===== src/design/plmu_pkg.sv =====
`timescale 1ns / 1ps
// Shared types, field widths and helpers for the Potts lattice Metropolis update block.
// No dependencies; every other file of the block imports this package.
package plmu_pkg;

	// Default lattice geometry and spin width
	localparam int SIZE_X_DEF    = 16;
	localparam int SIZE_Y_DEF    = 16;
	localparam int SIZE_Z_DEF    = 16;
	localparam int SPIN_BITS_DEF = 4;

	// Fixed port field widths
	localparam int OP_BITS         = 2;
	localparam int COORD_BITS      = 4;
	localparam int SPIN_FIELD_BITS = 4;
	localparam int DRAW_BITS       = 16;
	localparam int MAG_BITS        = 16;
	localparam int UNLIKE_BITS     = 15;
	localparam int SLAB_BITS       = 4;
	localparam int THRESH_BITS     = 16;
	localparam int CFG_INDEX_BITS  = 3;
	localparam int CFG_DATA_BITS   = 16;
	localparam int COUNT_BITS      = 3;

	// Reset value of the last slab plane register
	localparam logic [SLAB_BITS-1:0] SLAB_LAST_RESET = 4'd15;

	typedef enum logic [OP_BITS-1:0] {
		OP_WRITE   = 2'd0,
		OP_FILL    = 2'd1,
		OP_UPDATE  = 2'd2,
		OP_MEASURE = 2'd3
	} op_t;

	typedef enum logic [CFG_INDEX_BITS-1:0] {
		CFG_SLAB_FIRST = 3'd0,
		CFG_SLAB_LAST  = 3'd1,
		CFG_THRESH_1   = 3'd2,
		CFG_THRESH_2   = 3'd3,
		CFG_THRESH_3   = 3'd4,
		CFG_THRESH_4   = 3'd5,
		CFG_THRESH_5   = 3'd6,
		CFG_THRESH_6   = 3'd7
	} cfg_reg_t;

	// Which lattice site a read beat fetches, relative to the base site
	typedef enum logic [2:0] {
		SLOT_CENTER = 3'd0,
		SLOT_XP     = 3'd1,
		SLOT_XM     = 3'd2,
		SLOT_YP     = 3'd3,
		SLOT_YM     = 3'd4,
		SLOT_ZP     = 3'd5,
		SLOT_ZM     = 3'd6,
		SLOT_PEEK   = 3'd7
	} slot_t;

	// Controller to datapath
	typedef struct packed {
		logic  load;
		logic  rd_en;
		slot_t slot;
		logic  use_scan;
		logic  wr_site;
		logic  fill_step;
		logic  decide;
		logic  accum;
	} plmu_cmd_t;

	// Datapath to controller
	typedef struct packed {
		logic slab_empty;
		logic fill_last;
		logic scan_last;
	} plmu_status_t;

	// Reduce a coordinate field modulo the lattice size by repeated compare and subtract
	function automatic logic [COORD_BITS-1:0] wrap_coord(input logic [COORD_BITS-1:0] v,
		input int size);
		int r;
		int i;
		r = int'(v);
		for (i = 0; i < 8; i++) begin
			if (r >= size) begin
				r = r - size;
			end
		end
		return COORD_BITS'(r);
	endfunction

endpackage


===== src/design/plmu_ctrl.sv =====
`timescale 1ns / 1ps
// Sequencer for the lattice operations: issues read, write and accumulate commands.
// Depends on plmu_pkg for the command, status and operation types.
module plmu_ctrl
	import plmu_pkg::*;
(
	input  logic                clk,
	input  logic                arst_n,
	input  logic                start,
	input  logic [OP_BITS-1:0]  operation,
	input  plmu_status_t        status,
	output plmu_cmd_t           cmd,
	output logic                busy,
	output logic                done
);

	typedef enum logic [8:0] {
		S_IDLE   = 9'b000000001,
		S_WRITE  = 9'b000000010,
		S_FILL   = 9'b000000100,
		S_PEEK   = 9'b000001000,
		S_READ   = 9'b000010000,
		S_DECIDE = 9'b000100000,
		S_ACCUM  = 9'b001000000,
		S_DRAIN  = 9'b010000000,
		S_DONE   = 9'b100000000
	} state_t;

	localparam logic [2:0] STEP_LAST = 3'd7;

	state_t     state_q;
	state_t     state_d;
	op_t        op_q;
	logic [2:0] step_q;

	// Next state
	always_comb begin
		state_d = state_q;
		unique case (state_q)
			S_IDLE: begin
				if (start) begin
					unique case (op_t'(operation))
						OP_WRITE:   state_d = S_WRITE;
						OP_FILL:    state_d = S_FILL;
						OP_UPDATE:  state_d = S_READ;
						OP_MEASURE: state_d = S_PEEK;
						default:    state_d = S_IDLE;
					endcase
				end
			end
			S_WRITE:  state_d = S_DONE;
			S_FILL: begin
				if (status.fill_last) begin
					state_d = S_DONE;
				end
			end
			S_PEEK:   state_d = status.slab_empty ? S_DRAIN : S_READ;
			S_READ: begin
				if (step_q == STEP_LAST) begin
					state_d = (op_q == OP_UPDATE) ? S_DECIDE : S_ACCUM;
				end
			end
			S_DECIDE: state_d = S_DONE;
			S_ACCUM:  state_d = status.scan_last ? S_DONE : S_READ;
			S_DRAIN:  state_d = S_DONE;
			S_DONE:   state_d = S_IDLE;
			default:  state_d = S_IDLE;
		endcase
	end

	// State, operation and read step registers
	always_ff @(posedge clk or negedge arst_n) begin
		if (!arst_n) begin
			state_q <= S_IDLE;
			op_q    <= OP_WRITE;
			step_q  <= '0;
		end else begin
			state_q <= state_d;
			if (state_q == S_IDLE && start) begin
				op_q <= op_t'(operation);
			end
			if (state_q == S_READ) begin
				step_q <= step_q + 3'd1;
			end else begin
				step_q <= '0;
			end
		end
	end

	// Decode commands from the current state
	always_comb begin
		cmd           = '0;
		cmd.slot      = SLOT_CENTER;
		cmd.load      = (state_q == S_IDLE) && start;
		cmd.wr_site   = (state_q == S_WRITE);
		cmd.fill_step = (state_q == S_FILL);
		cmd.decide    = (state_q == S_DECIDE);
		cmd.accum     = (state_q == S_ACCUM);
		if (state_q == S_PEEK) begin
			cmd.rd_en = 1'b1;
			cmd.slot  = SLOT_PEEK;
		end else if (state_q == S_READ && step_q != STEP_LAST) begin
			cmd.rd_en    = 1'b1;
			cmd.slot     = slot_t'(step_q);
			cmd.use_scan = (op_q == OP_MEASURE);
		end
	end

	assign busy = (state_q != S_IDLE);
	assign done = (state_q == S_DONE);

endmodule


===== config.mk =====
export PLATFORM = sky130hd
export DESIGN_NAME = plmu_ctrl
export DESIGN_NICKNAME = d
export VERILOG_FILES = /design/src/design/plmu_pkg.sv /design/src/design/plmu_ctrl.sv
export SDC_FILE = /design/constraint.sdc
export NUM_CORES = 1
export LEC_CHECK = 0
export BUFFER_PORTS_ARGS = -buffer_cell sky130_fd_sc_hd__buf_4
export CAP_MARGIN = 10
export CORE_ASPECT_RATIO = 0.5
export CORE_UTILIZATION = 25
export DETAILED_ROUTE_END_ITERATION = 10
export GPL_TIMING_DRIVEN = 0
export MAX_ROUTING_LAYER = met4
export PLACE_DENSITY = 0.43
export SYNTH_ARGS = -nofsm -noshare
export SYNTH_HDL_FRONTEND = slang
export SYNTH_SLANG_ARGS = --single-unit

===== constraint.sdc =====
create_clock -name clk -period 4.2 [get_ports clk]
set_clock_uncertainty 0.1 [all_clocks]
set_input_delay 0.63 -clock clk [delete_from_list [all_inputs] [get_ports clk]]
set_output_delay 0.63 -clock clk [all_outputs]
set_load 0.01 [all_outputs]

* Yosys cells after proc, flatten, opt, wreduce, memory -nomap -nowiden
Index checks and enable logic that the tools add are counted.
** Word-level totals
- Bits in registers :: 14
- Input port bits :: 8
- Output and inout port bits :: 12
- Logic and storage cells :: 41
** Operators by class
- Add/subtract/negate cells :: 1
- Equal/unequal tests :: 20
- Mux-type cells :: 12
- Reduce and logical (&&, ||, !) cells :: 5
** Operators with widths (number)
- one-hot mux 9 bit (6 select lines) :: 1
- 2-to-1 mux 9 bit :: 4
- one-hot mux 9 bit (4 select lines) :: 1
- equality test 9 x 1 -> 1 bit (second input constant) :: 1
- equality test 9 x 2 -> 1 bit (second input constant) :: 1
- equality test 9 x 3 -> 1 bit (second input constant) :: 1
- equality test 9 x 4 -> 1 bit (second input constant) :: 1
- equality test 9 x 5 -> 1 bit (second input constant) :: 1
- equality test 9 x 6 -> 1 bit (second input constant) :: 1
- equality test 9 x 7 -> 1 bit (second input constant) :: 1
- equality test 9 x 8 -> 1 bit (second input constant) :: 1
- equality test 9 bit (second input constant) :: 1
- != test 9 x 1 -> 1 bit (second input constant) :: 1
- equality test 2 bit (second input constant) :: 4
- 2-to-1 mux 8 bit :: 1
- 2-to-1 mux 7 bit :: 1
- != test 2 bit (second input constant) :: 3
- 2-to-1 mux 5 bit :: 1
- 2-to-1 mux 4 bit :: 1
- adder 3 x 1 -> 3 bit (second input constant) :: 1
- equality test 3 bit (second input constant) :: 1
- 2-to-1 mux 3 bit :: 1
- != test 3 bit (second input constant) :: 1
- AND reduction 3 bit :: 1
- other kinds (5) :: 6

* Logic depth before layout (Yosys ltp)
Gate-level depths: netlist of the first run.
- Depth in word-level cells :: 4
- Depth in mapped cells :: 6
- Depth with buffers taken out :: 4

* Worst setup path before layout of the first run
Ideal clock, no wire load.
- Kind :: reg2out
- Start :: register state_q[6]
- End :: output port cmd[4] (netlist bit)
- Arrival :: 1534 ps
- Required time :: 3470 ps
- Setup slack :: 1936 ps
- Stages on the path, launching flop included :: 5
- Buffers on the path :: 0
- Path through :: dfrtp_1 > nor4_1 > nand4b_1 > nor2_1 > and3_1
** RTL lines
- start: declaration :: line plmu_ctrl.sv:31 : state_t state_q;
- start signal: assignment :: line plmu_ctrl.sv:78 : state_q <= state_d;
- end: declaration :: line plmu_ctrl.sv:12 : output plmu_cmd_t cmd,

==> flow_metrics.tcl, run 1 <==
set metrics [dict create \
    outcome "finished, final reports clean" \
    drc 0 \
    routedWlPerCell_um 12.8 \
    rsz0062_at_grt "no" \
    synth.most_common_cell "dfrtp_1" \
    first_pass_iters 4 \
    place_congestion 0.718 \
    drive_above_1_share 0.291 \
    relSlewSlack 0.676 \
    slew_viol_final 0 \
    synthCells 87 \
    fin_crit_sh 0.718 \
    grt_max_degree 15 \
    tightestPinTransition_ps 482 \
    ys_seq_area_frac 0.425 \
    rr_worst_depth 6 \
    cts_tree "built" \
    critPathCaptureType "output pin" \
    hold_viol 0 \
    finalSetupViolations 0 \
    fillers 327 \
    antenna_found_initial 0 \
    start_kind "flop" \
    synth_edf_count 0 \
    ioPinCount 20 \
    root_buffer "clkbuf_8" \
    hp-class "input port to async pin" \
    cap_violations 0 \
    synth_area_leaders "dfrtp_1 39%, nor3b_1 4.5%, nor2_1 4.1%" \
    vdd_ir_drop_max_mv 0.169 \
    ys_warn_count 0 \
    yosysTopAreaCell "dfrtp_1" \
    vias_per_cell 4.83 \
    numCtsBuffers 3 \
    rows 14 \
    post_cts_buffers 0 \
    cts_resized 0 \
    syn-num-nets 97 \
    powerDensity_nw_per_um2 580 \
    critPathArrivalTime_ps 2280 \
    yosys_register_bits 14 \
    place_ws_ps 1470 \
    grt_overflow 0 \
    fp.dieArea_sq_um 3560 \
    synth_area_per_cell_sq_um 9.51 \
    fin_crit_ps 3010 \
    fin_nets 121 \
    start_util 0.268 \
    grt_pass1_wl_mm 3.22 \
    async_flop_share 1.00 \
    synth.top_cell.area_share 0.393 \
    diodes 0 \
    dp_hpwl_mm 1.50 \
    grt.total_usage 0.124 \
    via_count 725 \
    clkSinkCount 14 \
    worst_slack_ps 1190 \
    clk_latency_ps 240 \
    h-tree-depth 1 \
    cts_hold_buf 0 \
    die_width_um 83.3 \
    drtIter0Drc 19 \
    ant_nets 0 \
    wl_mm 1.93 \
    clk_pin_slew_ps 60 \
    core_area_sq_um 3080 \
    grt_pass1_vias 680 \
    syn2layout_area_growth_pct 30.0 \
    die_h_um 42.7 \
    fmax_mhz 332 \
    syn_area_sq_um 827 \
    clk_path_buf_depth 2 \
    crit_required_ps 3470 \
    synth_common_cells "13 x dfrtp_1, 9 x nor2_1, 6 x inv_1" \
    path_class "flop to output pin" \
    synth_ff_type "dfrtp_1" \
    cellLeakagePower_uw 0.000559 \
    io_buffers 19 \
    setup-tns-final_ps 0 \
    critical_path.max_fanout 8 \
    synthDistinctLibCells 36 \
]
==> sequential cells by signal (all words and copies together) (netlist names) <==
| name | flops |
|---|---|
| op_q | 2 |
| state_q | 9 |
| step_q | 3 |
==> routing by layer <==
metal  vias up  GRT usage  part of all wire
li1        365          -                 -
met1       343      0.175              0.55
met2        15      0.172              0.41
met3         2     0.0311             0.031
met4         0     0.0414            0.0083
met5         -          -                 0
==> where the power goes <==
part           switching, uW  leakage [uW]  internal (uW)
Clock                   45.6     0.0000288           82.9
Sequential              25.1      0.000187            170
Combinational            159      0.000343            141
==> worst max-delay path, stage by stage (launching register included) <==
cell and delay, ps:
dfrtp_1 430, nor3_1 440, nand4b_1 440, nor2_1 380, and3_1 220, buf_4 120
==> logic make-up (layout without fill, tap and decap cells) <==
group / Yosys count / in the layout / share of synthesized area
compound gates: 16 / 16 / 0.147
flops: 14 / 14 / 0.425
mux: 1 / 1 / 0.0136
simple gates: 42 / 42 / 0.306
buf+inv: 10 / 33 / 0.0575
fa+ha+maj: 2 / 2 / 0.0303
xor+xnor: 2 / 2 / 0.0212
==> cell type report <==
class,count,area (sq um),area share
Multi-Input combinational cell,63,428,0.398
Buffer,4,25.0,0.0233
Timing Repair Buffer,19,143,0.133
Tap cell,40,50.0,0.0466
Sequential cell,14,352,0.327
Clock buffer,4,55.1,0.0512
Inverter,6,22.5,0.0210
==> placed cells by master (no fill, tap or decap), types with 2 or more instances in the layout <==
cell	count
buf_4	19
dfrtp_1	13
nor2_1	9
inv_1	6
nor3b_1	5
nand2_1	4
clkbuf_8	4
nor3_1	3
and3_1	3
a21o_1	3
o21ai_0	3
or3_1	2
buf_2	2
nand2b_1	2
nor4_1	2
nand4b_1	2
nor4b_1	2
nor2b_1	2
and2_1	2
o22ai_1	2
xor2_1	2
ha_1	2
==> per-stage QoR <==
step           power, uW  instance area (sq um)   util  instances  hold slack, ps
3_5_place_dp         497                   1020  0.331        146             382
4_1_cts              630                   1070  0.349        150             127
5_1_grt              678                   1070  0.349        150             128
6_report             624                   1070  0.349        150             128
3_3_place_gp         503                   1020  0.331        146             382
2_1_floorplan        406                    827      -         87             234
==> path summary, 6_finish.rpt <==
| kind | from | to | slack (ps) |
|---|---|---|---|
| min reg2reg | step_q[0]$_DFF_PN0_ | step_q[0]$_DFF_PN0_ | 380 |
| max in group asynchronous | arst_n | state_q[0]$_DFFE_PN1P_ | 3630 |
| max reg2reg | state_q[4]$_DFFE_PN0P_ | state_q[8]$_DFFE_PN0P_ | 2020 |
| min in group clk | step_q[0]$_DFF_PN0_ | step_q[0]$_DFF_PN0_ | 380 |
| min | arst_n | op_q[0]$_DFFE_PN0P_ | 130 |
| max | state_q[2]$_DFFE_PN0P_ | cmd[4] | 1190 |
No activity file was read; power rests on OpenSTA's default activity.
==> inputs of run 2 (changes only) <==
--- a/config.mk
+++ b/config.mk
@@ -5,6 +5,7 @@
 export SDC_FILE = /design/constraint.sdc
 export NUM_CORES = 1
 export LEC_CHECK = 0
+export ABC_AREA = 1
 export BUFFER_PORTS_ARGS = -buffer_cell sky130_fd_sc_hd__buf_4
 export CAP_MARGIN = 10
 export CORE_ASPECT_RATIO = 0.5
==> constraint.sdc (replaced) <==
create_clock -name clk -period 2.9 [get_ports clk]
set_clock_uncertainty 0.1 [all_clocks]
set_input_delay 0.435 -clock clk [delete_from_list [all_inputs] [get_ports clk]]
set_output_delay 0.435 -clock clk [all_outputs]
set_load 0.01 [all_outputs]
==> flow_metrics.tcl, run 2 <==
set metrics [dict create \
    outcome "finished, final reports clean" \
    dp_hpwl_mm 1.72 \
    core_area_sq_um 3490 \
    grt_pass1_vias 739 \
    syn2layout_area_growth_pct 29.4 \
    reg_top3 "state_q: 9 flops, step_q: 3 flops, op_q: 2 flops" \
    synth_common_cells "24 x inv_1, 22 x nand2_1, 21 x nor2_1" \
    ys_seq_area_frac 0.380 \
    path_class "flop to output pin" \
    fp.dieArea_sq_um 3960 \
    dpl_cell_area_sq_um 1130 \
    drtIter0Drc 29 \
    fin_hold_ws_ps 278 \
    tightestPinTransition_ps 287 \
    routedWlPerCell_um 9.94 \
    path_cells "ha_1, ha_1, inv_1, nand4_2, nor4_1, buf_4" \
    yosys_register_bits 14 \
    final_common_cell "inv_1" \
    synth_ff_type "dfrtp_1" \
    utilization 0.343 \
    synth_edf_count 0 \
    synth_area_per_cell_sq_um 7.17 \
    cts_resized 0 \
    top_register "state_q" \
    yosysTopAreaCell "dfrtp_1" \
    cts_hold_buf 1 \
    fin_crit_ps 2260 \
    powerDensity_nw_per_um2 840 \
    numCtsBuffers 3 \
    crit_top_cell "ha_1" \
    grt.total_usage 0.122 \
    drc 0 \
    cts_tree "built" \
    finalInstanceArea_sq_um 1200 \
    ys_warn_count 0 \
    r2r_start "state_q[0]$_DFFE_PN1P_" \
    cap_violations 0 \
    start_util 0.265 \
    async_flop_share 1.00 \
    relSlewSlack 0.807 \
    root_buffer "clkbuf_8" \
    worst_slack_ps 644 \
    fin_nets 164 \
    synthDistinctLibCells 21 \
    clk_path_buf_depth 2 \
    clkSinkCount 14 \
    die_width_um 88.0 \
    die_h_um 45.0 \
    critical_path.max_fanout 4 \
    cp_slowest_stage_delay_ps 400 \
    rsz0062_at_grt "no" \
    vdd_ir_drop_max_mv 0.209 \
    synthCells 129 \
    syn-num-nets 139 \
    synth.top_cell.area_share 0.352 \
    vias_per_cell 3.96 \
    crit_required_ps 2370 \
    synth_area_leaders "dfrtp_1 35%, inv_1 9.7%, nand2_1 8.9%" \
    wl_mm 2.03 \
    place_ws_ps 903 \
    fin_crit_sh 0.778 \
    syn_area_sq_um 925 \
    fmax_mhz 443 \
    diodes 0 \
    rows 15 \
    final_cell_mix "24 x inv_1, 22 x nand2_1, 21 x nor2_1" \
    grt_max_degree 15 \
    place_congestion 0.709 \
    h-tree-depth 1 \
    hold_viol 0 \
    largest_reg_flops 9 \
    critPathArrivalTime_ps 1720 \
    via_count 807 \
    critPathCaptureType "output pin" \
    critPathSlowestCell "dfrtp_1" \
    min_from "start" \
    cellLeakagePower_uw 0.000683 \
    slew_viol_final 0 \
    setup-tns-final_ps 0 \
    post_cts_buffers 0 \
    io_buffers 19 \
    grt_pass1_wl_mm 3.44 \
    clk_latency_ps 240 \
    fillers 405 \
    crit_start "step_q[0]$_DFF_PN0_" \
    synth.most_common_cell "inv_1" \
    first_pass_iters 4 \
    ioPinCount 20 \
    antenna_found_initial 0 \
    finalSetupViolations 0 \
    drive_above_1_share 0.294 \
    grt_overflow 0 \
    ant_nets 0 \
    clk_pin_slew_ps 60 \
    hp-class "input port to flop" \
    start_kind "flop" \
]
run 2: changes by cell type after synthesis, moves of 5 or more:
cell	before	now
inv_1	6	24
nand2_1	4	22
nand3_1	1	12
nor2_1	9	21
nor2_2	0	5
nor3b_1	5	0
run 2: cells by family after synthesis:
group / Yosys count / synth area share
compound gates: 10 / 0.0622
fa+ha+maj: 2 / 0.0271
buf+inv: 29 / 0.119
flops: 14 / 0.380
simple gates: 74 / 0.411
run 2: final timing paths:
| path | cells after the start | to | slack [ps] |
|---|---|---|---|
| max in group asynchronous | 2 | state_q[0]$_DFFE_PN1P_ | 1980 |
| min in group asynchronous | 2 | step_q[1]$_DFF_PN0_ | 480 |
| setup reg to reg | 9 | state_q[6]$_DFFE_PN0P_ | 1280 |
| setup / recovery | 6 | cmd[4] | 640 |
| hold / removal | 2 | state_q[0]$_DFFE_PN1P_ | 280 |
| hold reg to reg | 1 | step_q[0]$_DFF_PN0_ | 380 |
run 2: area by class of cell:
class | count | area, sq um | share of cell area
well taps | 51 | 63.8 | 0.0533
repair buffers | 20 | 153 | 0.128
flip-flops and latches | 14 | 352 | 0.294
inverters | 29 | 110 | 0.0921
clock buffers | 4 | 55.1 | 0.0460
multi-input cells | 86 | 463 | 0.387
run 2: worst max-delay path, delay by kind of cell, from the launching register on:
kind / cells / cell delay, ps
simple gates: 2 / 440
flops: 1 / 400
fa+ha+maj: 2 / 380
buf+inv: 2 / 250
run 2: through the flow:
stage                     power, uW  cells
after floorplan                 682    129
after global placement          833    199
after detailed placement        830    199
after CTS                      1020    204
after global routing           1110    204
final                          1000    204
run 2: per-layer routing:
layer	wire length (um)	up-vias	GRT usage	part of all wire
met5	0	-	-	0
met4	16	0	0.0295	0.0079
met3	79	2	0.0347	0.039
met2	787	17	0.163	0.39
met1	1150	346	0.178	0.56
li1	-	442	-	-
run 2: report_power, final:
| part | leakage [uW] | total (uW) | switching (uW) | internal (uW) |
|---|---|---|---|---|
| registers | 0.000187 | 297 | 47.0 | 250 |
| logic | 0.000467 | 524 | 330 | 193 |
| clock network | 0.0000288 | 184 | 63.8 | 120 |
| total | 0.000683 | 1000 | 441 | 563 |
